--- src/sv/ascon_mac_pkg.sv ---
// ----------------------------------------------------------------------------
// ascon_mac_pkg
// Shared types, constants and functions of the keyed sponge MAC: transfer
// payloads, the round function, and the microcode program of the sequencer.
// ----------------------------------------------------------------------------
`default_nettype none

package ascon_mac_pkg;

    // Domain word that opens every message.
    localparam logic [63:0] DOMAIN_WORD = 64'h54554e544f4d4d41;
    // Pad byte placed after the message bytes.
    localparam logic [7:0]  PAD_BYTE    = 8'h80;
    // Last round index; a round loop ends after this round.
    localparam logic [3:0]  RC_LAST     = 4'd11;
    // Start index for the 8-round block permutation.
    localparam logic [3:0]  RC_START_8  = 4'd4;
    // Start index for the 12-round permutation.
    localparam logic [3:0]  RC_START_12 = 4'd0;

    // Configuration register indexes.
    localparam logic [1:0] REG_KEY_HIGH = 2'd0;
    localparam logic [1:0] REG_KEY_LOW  = 2'd1;
    localparam logic [1:0] REG_LINK_ID  = 2'd2;

    // Microcode step addresses used as jump targets.
    localparam logic [3:0] STEP_WAIT    = 4'd0;
    localparam logic [3:0] STEP_BRANCH  = 4'd4;
    localparam logic [3:0] STEP_PARTIAL = 4'd9;
    localparam logic [3:0] STEP_FINAL   = 4'd10;

    typedef logic [4:0][63:0] sponge_t;

    typedef struct packed {
        logic [63:0] block;
        logic [3:0]  byte_count;
        logic        last;
    } in_item_t;

    typedef struct packed {
        logic [63:0] tag_high;
        logic [63:0] tag_low;
    } out_item_t;

    typedef struct packed {
        logic [63:0] key_high;
        logic [63:0] key_low;
        logic [15:0] link_id;
    } cfg_t;

    // Datapath operations, one per microcode step.
    typedef enum logic [2:0] {
        OP_NOP,
        OP_INIT,
        OP_ROUND,
        OP_KEY34,
        OP_ABSORB,
        OP_PAD_FULL,
        OP_ABSORB_PART,
        OP_FIN_PREP
    } dp_op_t;

    // Sequencer jump conditions.
    typedef enum logic [2:0] {
        JC_NEXT,
        JC_WAIT,
        JC_LOOP,
        JC_PART,
        JC_NOT_LAST,
        JC_ALWAYS,
        JC_EMIT
    } jump_t;

    typedef struct packed {
        dp_op_t     op;
        jump_t      jc;
        logic [3:0] target;
        logic       rc_load;
        logic [3:0] rc_start;
    } ctrl_word_t;

    // Control from the sequencer to the datapath.
    typedef struct packed {
        dp_op_t     op;
        logic       capture;
        logic [3:0] rc;
    } dp_ctrl_t;

    // Status of the captured item, back to the sequencer.
    typedef struct packed {
        logic last;
        logic full;
    } dp_status_t;

    function automatic logic [63:0] ror64(input logic [63:0] v, input int s);
        return (v >> s) | (v << (64 - s));
    endfunction

    // Round constant: high nibble counts down from 15, low nibble counts up.
    function automatic logic [7:0] round_const(input logic [3:0] r);
        return {4'hf - r, r};
    endfunction

    // One round of the 320-bit permutation.
    function automatic sponge_t perm_round(input sponge_t s, input logic [3:0] r);
        logic [63:0] x0, x1, x2, x3, x4;
        logic [63:0] t0, t1, t2, t3, t4;
        sponge_t     res;
        x0 = s[0];
        x1 = s[1];
        x2 = s[2] ^ {56'd0, round_const(r)};
        x3 = s[3];
        x4 = s[4];
        x0 = x0 ^ x4;
        x4 = x4 ^ x3;
        x2 = x2 ^ x1;
        t0 = ~x0 & x1;
        t1 = ~x1 & x2;
        t2 = ~x2 & x3;
        t3 = ~x3 & x4;
        t4 = ~x4 & x0;
        x0 = x0 ^ t1;
        x1 = x1 ^ t2;
        x2 = x2 ^ t3;
        x3 = x3 ^ t4;
        x4 = x4 ^ t0;
        x1 = x1 ^ x0;
        x0 = x0 ^ x4;
        x3 = x3 ^ x2;
        x2 = ~x2;
        res[0] = x0 ^ ror64(x0, 19) ^ ror64(x0, 28);
        res[1] = x1 ^ ror64(x1, 61) ^ ror64(x1, 39);
        res[2] = x2 ^ ror64(x2, 1)  ^ ror64(x2, 6);
        res[3] = x3 ^ ror64(x3, 10) ^ ror64(x3, 17);
        res[4] = x4 ^ ror64(x4, 7)  ^ ror64(x4, 41);
        return res;
    endfunction

    // Microcode program. Fields: op, jump, target, rc_load, rc_start.
    function automatic ctrl_word_t ucode_rom(input logic [3:0] pc);
        ctrl_word_t cw;
        case (pc)
            4'd0:  cw = '{OP_NOP,         JC_WAIT,     STEP_BRANCH,  1'b0, RC_START_12};
            4'd1:  cw = '{OP_INIT,        JC_NEXT,     STEP_WAIT,    1'b1, RC_START_12};
            4'd2:  cw = '{OP_ROUND,       JC_LOOP,     STEP_WAIT,    1'b0, RC_START_12};
            4'd3:  cw = '{OP_KEY34,       JC_NEXT,     STEP_WAIT,    1'b0, RC_START_12};
            4'd4:  cw = '{OP_NOP,         JC_PART,     STEP_PARTIAL, 1'b0, RC_START_12};
            4'd5:  cw = '{OP_ABSORB,      JC_NEXT,     STEP_WAIT,    1'b1, RC_START_8};
            4'd6:  cw = '{OP_ROUND,       JC_LOOP,     STEP_WAIT,    1'b0, RC_START_8};
            4'd7:  cw = '{OP_NOP,         JC_NOT_LAST, STEP_WAIT,    1'b0, RC_START_12};
            4'd8:  cw = '{OP_PAD_FULL,    JC_ALWAYS,   STEP_FINAL,   1'b0, RC_START_12};
            4'd9:  cw = '{OP_ABSORB_PART, JC_NEXT,     STEP_WAIT,    1'b0, RC_START_12};
            4'd10: cw = '{OP_FIN_PREP,    JC_NEXT,     STEP_WAIT,    1'b1, RC_START_12};
            4'd11: cw = '{OP_ROUND,       JC_LOOP,     STEP_WAIT,    1'b0, RC_START_12};
            4'd12: cw = '{OP_KEY34,       JC_NEXT,     STEP_WAIT,    1'b0, RC_START_12};
            4'd13: cw = '{OP_NOP,         JC_EMIT,     STEP_WAIT,    1'b0, RC_START_12};
            default: cw = '{OP_NOP,       JC_ALWAYS,   STEP_WAIT,    1'b0, RC_START_12};
        endcase
        return cw;
    endfunction

endpackage

`default_nettype wire

--- src/sv/ascon_keyed_sponge_mac_top.sv ---
// ----------------------------------------------------------------------------
// ascon_keyed_sponge_mac_top
// Keyed sponge MAC over the 320-bit permutation, run by a microcoded
// sequencer that issues one round per cycle.
// ----------------------------------------------------------------------------
// Usage:
//   Load key_high, key_low and link_id through the cfg_* write channel
//   while the block is idle. Stream each message on the s_* channel as 64-bit
//   big-endian blocks; mark the final block with last and give its valid
//   bytes in byte_count. One 128-bit tag transfer appears on the m_* channel
//   for every final block; other blocks produce no transfer.
// Step sequence:
//   A middle block runs the absorb step and eight rounds plus sequencing;
//   a first block adds initialization, twelve rounds and a key step. A
//   final block under eight bytes is absorbed with its pad, a full one is
//   absorbed, run for eight rounds and padded; finalization, twelve rounds
//   and a key step fill the tag register. Blocks enter only at the wait step.
// Reset and stalls:
//   Reset clears the sequencer and configuration registers to zero, closes
//   any open message and drops m_valid. The tag sits in an output register,
//   so the next message may start while it waits; a second tag waits in
//   the sequencer until the first one has been taken.
// ----------------------------------------------------------------------------
`default_nettype none

module ascon_keyed_sponge_mac_top
    import ascon_mac_pkg::*;
(
    input  wire logic        aclk,
    input  wire logic        aresetn,
    input  wire logic        cfg_valid,
    output logic             cfg_ready,
    input  wire logic [1:0]  cfg_index,
    input  wire logic [63:0] cfg_data,
    input  wire logic        s_valid,
    output logic             s_ready,
    input  wire in_item_t    s_data,
    output logic             m_valid,
    input  wire logic        m_ready,
    output out_item_t        m_data
);

    cfg_t       cfg_reg;
    logic [3:0] pc_reg;
    logic [3:0] pc_next;
    logic [3:0] rc_reg;
    logic       msg_reg;
    logic       m_valid_reg;
    out_item_t  m_data_reg;
    ctrl_word_t cw;
    dp_ctrl_t   ctrl;
    dp_status_t status;
    logic [63:0] word3;
    logic [63:0] word4;
    logic       accept;
    logic       emit_ok;

    // Current control word.
    assign cw      = ucode_rom(pc_reg);
    assign s_ready = (cw.jc == JC_WAIT);
    assign accept  = s_valid && s_ready;
    assign emit_ok = (cw.jc == JC_EMIT) && (!m_valid_reg || m_ready);

    assign cfg_ready = 1'b1;

    assign ctrl.op      = cw.op;
    assign ctrl.capture = accept;
    assign ctrl.rc      = rc_reg;

    // Step counter with conditional jumps.
    always_comb begin
        case (cw.jc)
            JC_NEXT:     pc_next = pc_reg + 4'd1;
            JC_WAIT:     pc_next = !accept ? pc_reg :
                                   (msg_reg ? cw.target : pc_reg + 4'd1);
            JC_LOOP:     pc_next = (rc_reg == RC_LAST) ? pc_reg + 4'd1 : pc_reg;
            JC_PART:     pc_next = (status.last && !status.full) ? cw.target
                                                                 : pc_reg + 4'd1;
            JC_NOT_LAST: pc_next = !status.last ? cw.target : pc_reg + 4'd1;
            JC_ALWAYS:   pc_next = cw.target;
            JC_EMIT:     pc_next = emit_ok ? cw.target : pc_reg;
            default:     pc_next = STEP_WAIT;
        endcase
    end

    // Sequencer, configuration and output registers.
    always_ff @(posedge aclk) begin
        if (!aresetn) begin
            pc_reg      <= STEP_WAIT;
            rc_reg      <= '0;
            msg_reg     <= 1'b0;
            m_valid_reg <= 1'b0;
            cfg_reg     <= '0;
        end else begin
            pc_reg <= pc_next;

            if (cw.rc_load) begin
                rc_reg <= cw.rc_start;
            end else if (cw.op == OP_ROUND) begin
                rc_reg <= rc_reg + 4'd1;
            end

            // A message stays open from its first block to its tag.
            if (accept) begin
                msg_reg <= 1'b1;
            end else if (emit_ok) begin
                msg_reg <= 1'b0;
            end

            if (emit_ok) begin
                m_valid_reg <= 1'b1;
            end else if (m_ready) begin
                m_valid_reg <= 1'b0;
            end

            if (cfg_valid && cfg_ready) begin
                case (cfg_index)
                    REG_KEY_HIGH: cfg_reg.key_high <= cfg_data;
                    REG_KEY_LOW:  cfg_reg.key_low  <= cfg_data;
                    REG_LINK_ID:  cfg_reg.link_id  <= cfg_data[15:0];
                    default:      cfg_reg          <= cfg_reg;
                endcase
            end
        end
    end

    // Tag register.
    always_ff @(posedge aclk) begin
        if (emit_ok) begin
            m_data_reg.tag_high <= word3;
            m_data_reg.tag_low  <= word4;
        end
    end

    assign m_valid = m_valid_reg;
    assign m_data  = m_data_reg;

    ascon_mac_datapath u_datapath (
        .aclk   (aclk),
        .item   (s_data),
        .cfg    (cfg_reg),
        .ctrl   (ctrl),
        .status (status),
        .word3  (word3),
        .word4  (word4)
    );

endmodule

`default_nettype wire

--- src/sv/ascon_mac_datapath.sv ---
// ----------------------------------------------------------------------------
// ascon_mac_datapath
// Sponge state register with its round unit, the captured input item and
// the key and pad injections selected by the microcode operation.
// ----------------------------------------------------------------------------
`default_nettype none

module ascon_mac_datapath
    import ascon_mac_pkg::*;
(
    input  wire logic       aclk,
    input  wire in_item_t   item,
    input  wire cfg_t       cfg,
    input  wire dp_ctrl_t   ctrl,
    output dp_status_t      status,
    output logic [63:0]     word3,
    output logic [63:0]     word4
);

    sponge_t     state_reg;
    sponge_t     state_next;
    in_item_t    item_reg;
    logic [63:0] partial_word;
    logic [2:0]  count;

    // Message bytes below the count, then the pad byte, then zeros.
    assign count = item_reg.byte_count[2:0];

    always_comb begin
        partial_word = '0;
        for (int i = 0; i < 8; i++) begin
            if (3'(i) < count) begin
                partial_word[63 - 8*i -: 8] = item_reg.block[63 - 8*i -: 8];
            end else if (3'(i) == count) begin
                partial_word[63 - 8*i -: 8] = PAD_BYTE;
            end
        end
    end

    // Next sponge state for the current operation.
    always_comb begin
        state_next = state_reg;
        case (ctrl.op)
            OP_INIT: begin
                state_next[0] = DOMAIN_WORD;
                state_next[1] = cfg.key_high;
                state_next[2] = cfg.key_low;
                state_next[3] = {48'd0, cfg.link_id};
                state_next[4] = ~{48'd0, cfg.link_id};
            end
            OP_ROUND: begin
                state_next = perm_round(state_reg, ctrl.rc);
            end
            OP_KEY34: begin
                state_next[3] = state_reg[3] ^ cfg.key_high;
                state_next[4] = state_reg[4] ^ cfg.key_low;
            end
            OP_ABSORB: begin
                state_next[0] = state_reg[0] ^ item_reg.block;
            end
            OP_PAD_FULL: begin
                state_next[0] = state_reg[0] ^ {PAD_BYTE, 56'd0};
            end
            OP_ABSORB_PART: begin
                state_next[0] = state_reg[0] ^ partial_word;
            end
            OP_FIN_PREP: begin
                state_next[1] = state_reg[1] ^ cfg.key_high;
                state_next[2] = state_reg[2] ^ cfg.key_low;
                state_next[4] = state_reg[4] ^ 64'd1;
            end
            default: begin
                state_next = state_reg;
            end
        endcase
    end

    // Payload registers; every message begins with a full initialization.
    always_ff @(posedge aclk) begin
        state_reg <= state_next;
        if (ctrl.capture) begin
            item_reg <= item;
        end
    end

    // A count of eight or more makes a full block.
    assign status.last = item_reg.last;
    assign status.full = item_reg.byte_count[3];
    assign word3       = state_reg[3];
    assign word4       = state_reg[4];

endmodule

`default_nettype wire

--- config.mk ---
export PLATFORM = sky130hd
export DESIGN_NAME = ascon_keyed_sponge_mac_top
export DESIGN_NICKNAME = d
export VERILOG_FILES = /design/src/sv/ascon_mac_pkg.sv /design/src/sv/ascon_keyed_sponge_mac_top.sv /design/src/sv/ascon_mac_datapath.sv
export SDC_FILE = /design/constraint.sdc
export NUM_CORES = 2
export LEC_CHECK = 0
export BUFFER_PORTS_ARGS = -buffer_cell sky130_fd_sc_hd__buf_2
export CAP_MARGIN = 20
export CORE_MARGIN = 1.5
export CORE_UTILIZATION = 50
export CTS_CLUSTER_SIZE = 10
export DETAILED_ROUTE_END_ITERATION = 10
export PLACE_DENSITY = 0.68
export SYNTH_ARGS = -nofsm -noshare
export SYNTH_HDL_FRONTEND = slang
export SYNTH_SLANG_ARGS = --single-unit
--- constraint.sdc ---
create_clock -name aclk -period 21.3 [get_ports aclk]
set_input_delay 6.39 -clock aclk [delete_from_list [all_inputs] [get_ports aclk]]
set_output_delay 6.39 -clock aclk [all_outputs]
set_load 0.005 [all_outputs]
==> results by group <==
Status
  • Status: finished clean

Critical path
  • Crit start category: input port
  • Critical path peak fanout: 7
  • CP arrival: 8.62 ns
  • Worst EP required: 21.82 ns
  • Setup CP Type: input port to flip-flop
  • CP Capture Type: flip-flop

Cells and area
  • Commonest non-fill, non-tap cell in the layout: xnor2_1
  • Max reg flops: 192
  • Area delta synth->final: 12.23%
  • # fillers: 7402
  • Commonest cells after routing, fill and taps aside: 934 x xnor2_1, 660 x nand2_1, 517 x edfxtp_1
  • Nets: 4666
  • Share of layout cells above drive strength 1: 10.37%

Synthesis
  • Post-Syn Area: 42030 um2
  • Syn Area/Cell: 10.14 um2
  • Ys flop type: edfxtp_1
  • Synth Register Bits: 683
  • Synth warnings: 0
  • Post-synthesis cell count: 4144
  • Mapped Nets: 4420
  • Share of flip-flops with an asynchronous set or reset: 0%
  • Post-synth EDFFs: 517
  • Synth cell types: 55
  • Seq/Total Area, Yosys: 44.84%

STA
  • Setup TNS: 0 ns
  • Max-slew headroom: 8.396%
  • Min cycle time layout: 8.096 ns
  • Setup repair after global routing missed its margin: no
  • Fin crit share: 38.01%
  • Setup Skew: 0.04331 ns
  • Endpoints failing hold: 0
  • Final Max Tran Viols: 0
  • Worst-margin pin slew: 1.369 ns
  • Peak Freq: 0.1235 GHz
  • Final setup fails: 0

Global route
  • GR Util All Layers: 37.71%
  • Vias in the first global route: 31.21k
  • Initial antenna violation count: 7
  • Largest net degree at the start of global routing: 129
  • Grt total ovfl: 0
  • Global-route wire length before repair: 230.8 mm

CTS
  • Post-CTS setup buffers: 0
  • Clock transition at path regs: 0.06 ns
  • Worst-skew pair later-pin latency: 0.66 ns
  • Count of clock tree sinks: 683
  • CTS Root Cell: clkbuf_16
  • CTS Hold Buffers Added: 0
  • H-tree depth: 3
  • # resized after CTS: 0
  • TritonCTS buffer count: 83
  • Clk buf depth: 3
  • CTS tree: built

Floorplan
  • Die footprint: 85810 um2
  • Die Y: 292.9 um
  • # IOs: 271
  • Die W: 292.9 um
  • # rows: 106
  • Starting density of the core: 50.38%
  • Core area: 83420 um2

Run
  • Max Cap Viol: 0

Drt
  • Routed wire per std cell: 29.76 um
  • Via-per-instance ratio: 6.183
  • Initial DRC count: 4935
  • TritonRoute pass-1 iters: 7
  • Via count: 34.26k
  • DR DRC count: 0
  • Final wirelength: 164.9 mm
  • Post-route ant nets: 0

Placed design
  • Gpl congestion: 1.112
  • HPWL Detailed: 121.1 mm
  • Port Buffers: 269

Hold path
  • Min-delay worst type: flip-flop to flip-flop
-- layout make-up --
cell class / instances / area [um2] / share of cell area, %
sequential: 683 / 18850 / 39.96
clock buffer: 143 / 2425 / 5.141
inverter: 153 / 578.1 / 1.225
antenna: 3 / 7.507 / 0.01592
timing repair buffer: 336 / 1862 / 3.947
tap: 1080 / 1351 / 2.865
clock inverter: 9 / 76.32 / 0.1618
multi-input combinational: 3133 / 22020 / 46.69
-- logic make-up (layout without fill, tap and decap cells) --
| kind of cell | count (synthesis) | count (layout) | share of synthesized area [%] |
|---|---|---|---|
| fa+ha+maj | 136 | 136 | 4.048 |
| buf+inv | 328 | 641 | 2.992 |
| xor+xnor | 1294 | 1294 | 26.96 |
| other cells | 1 | 4 | 0.008922 |
| compound gates | 875 | 875 | 13.15 |
| flops | 683 | 683 | 44.84 |
| simple gates | 819 | 819 | 7.799 |
| mux | 8 | 8 | 0.1935 |
-- cell usage after synthesis (all sizes together), types with 21 or more instances --
cell type | count | area share, %
o21ai | 188 | 2.2
o22ai | 159 | 2.4
buf | 21 | 0.25
inv | 153 | 1.4
ha | 136 | 4.0
nor2 | 84 | 0.75
o311ai | 54 | 1.1
nand2 | 662 | 5.9
clkbuf | 154 | 1.4
xor2 | 360 | 7.5
dfxtp | 166 | 7.9
xnor2 | 934 | 19
edfxtp | 517 | 37
o211a | 65 | 1.5
a21oi | 294 | 3.5
o221ai | 93 | 1.9
-- worst max-delay path, stage by stage --
cell and delay, ns:
buf_2 0.10, nand2b_1 0.15, o21ai_1 0.45, a22oi_1 0.19
nor2_1 0.30, inv_1 0.16, ha_1 0.26, inv_1 0.15
a21o_1 0.10, a21oi_1 0.06, a311o_1 0.29
-- routing by layer --
metal,wire (um),share of wire (%),track usage [%]
met1,64620,39,50.85
met2,70810,43,56.02
met3,18410,11,7.859
met4,11030,6.7,22.13
met5,24,0.015,0
-- final timing paths --
path	depth (start not counted)	slack, ns	endpoint	from
worst max-delay path	11	13.20	cw[13]$_DFF_P_	m_ready
worst min-delay path	2	0.46	rc_reg[2]$_SDFFE_PN0P_	cw[2]$_SDFF_PP0_
worst max register to register	5	17.14	u_datapath.state_reg[96]$_DFFE_PP_	cw[14]$_DFF_P_
worst min register to register	2	0.46	rc_reg[2]$_SDFFE_PN0P_	cw[2]$_SDFF_PP0_
-- through the flow --
step | std cells | setup slack (ns) | hold slack, ns | utilization [%] | instance area [um2]
detailed placement | 5382 | 12.62 | 0.4519 | 53.49 | 44630
global route | 5537 | 13.06 | 0.4818 | 56.53 | 47160
CTS | 5534 | 13.27 | 0.4603 | 56.49 | 47130
floorplan | 4144 | 8.914 | 0.4314 | - | 42030
finish | 5540 | 13.20 | 0.4582 | 56.54 | 47170
global placement | 5381 | 12.64 | 0.4487 | 53.49 | 44620
Power is left out: the tool's default activity adds up to more than one toggle a clock period on the data nets, which glitch-free logic cannot reach.
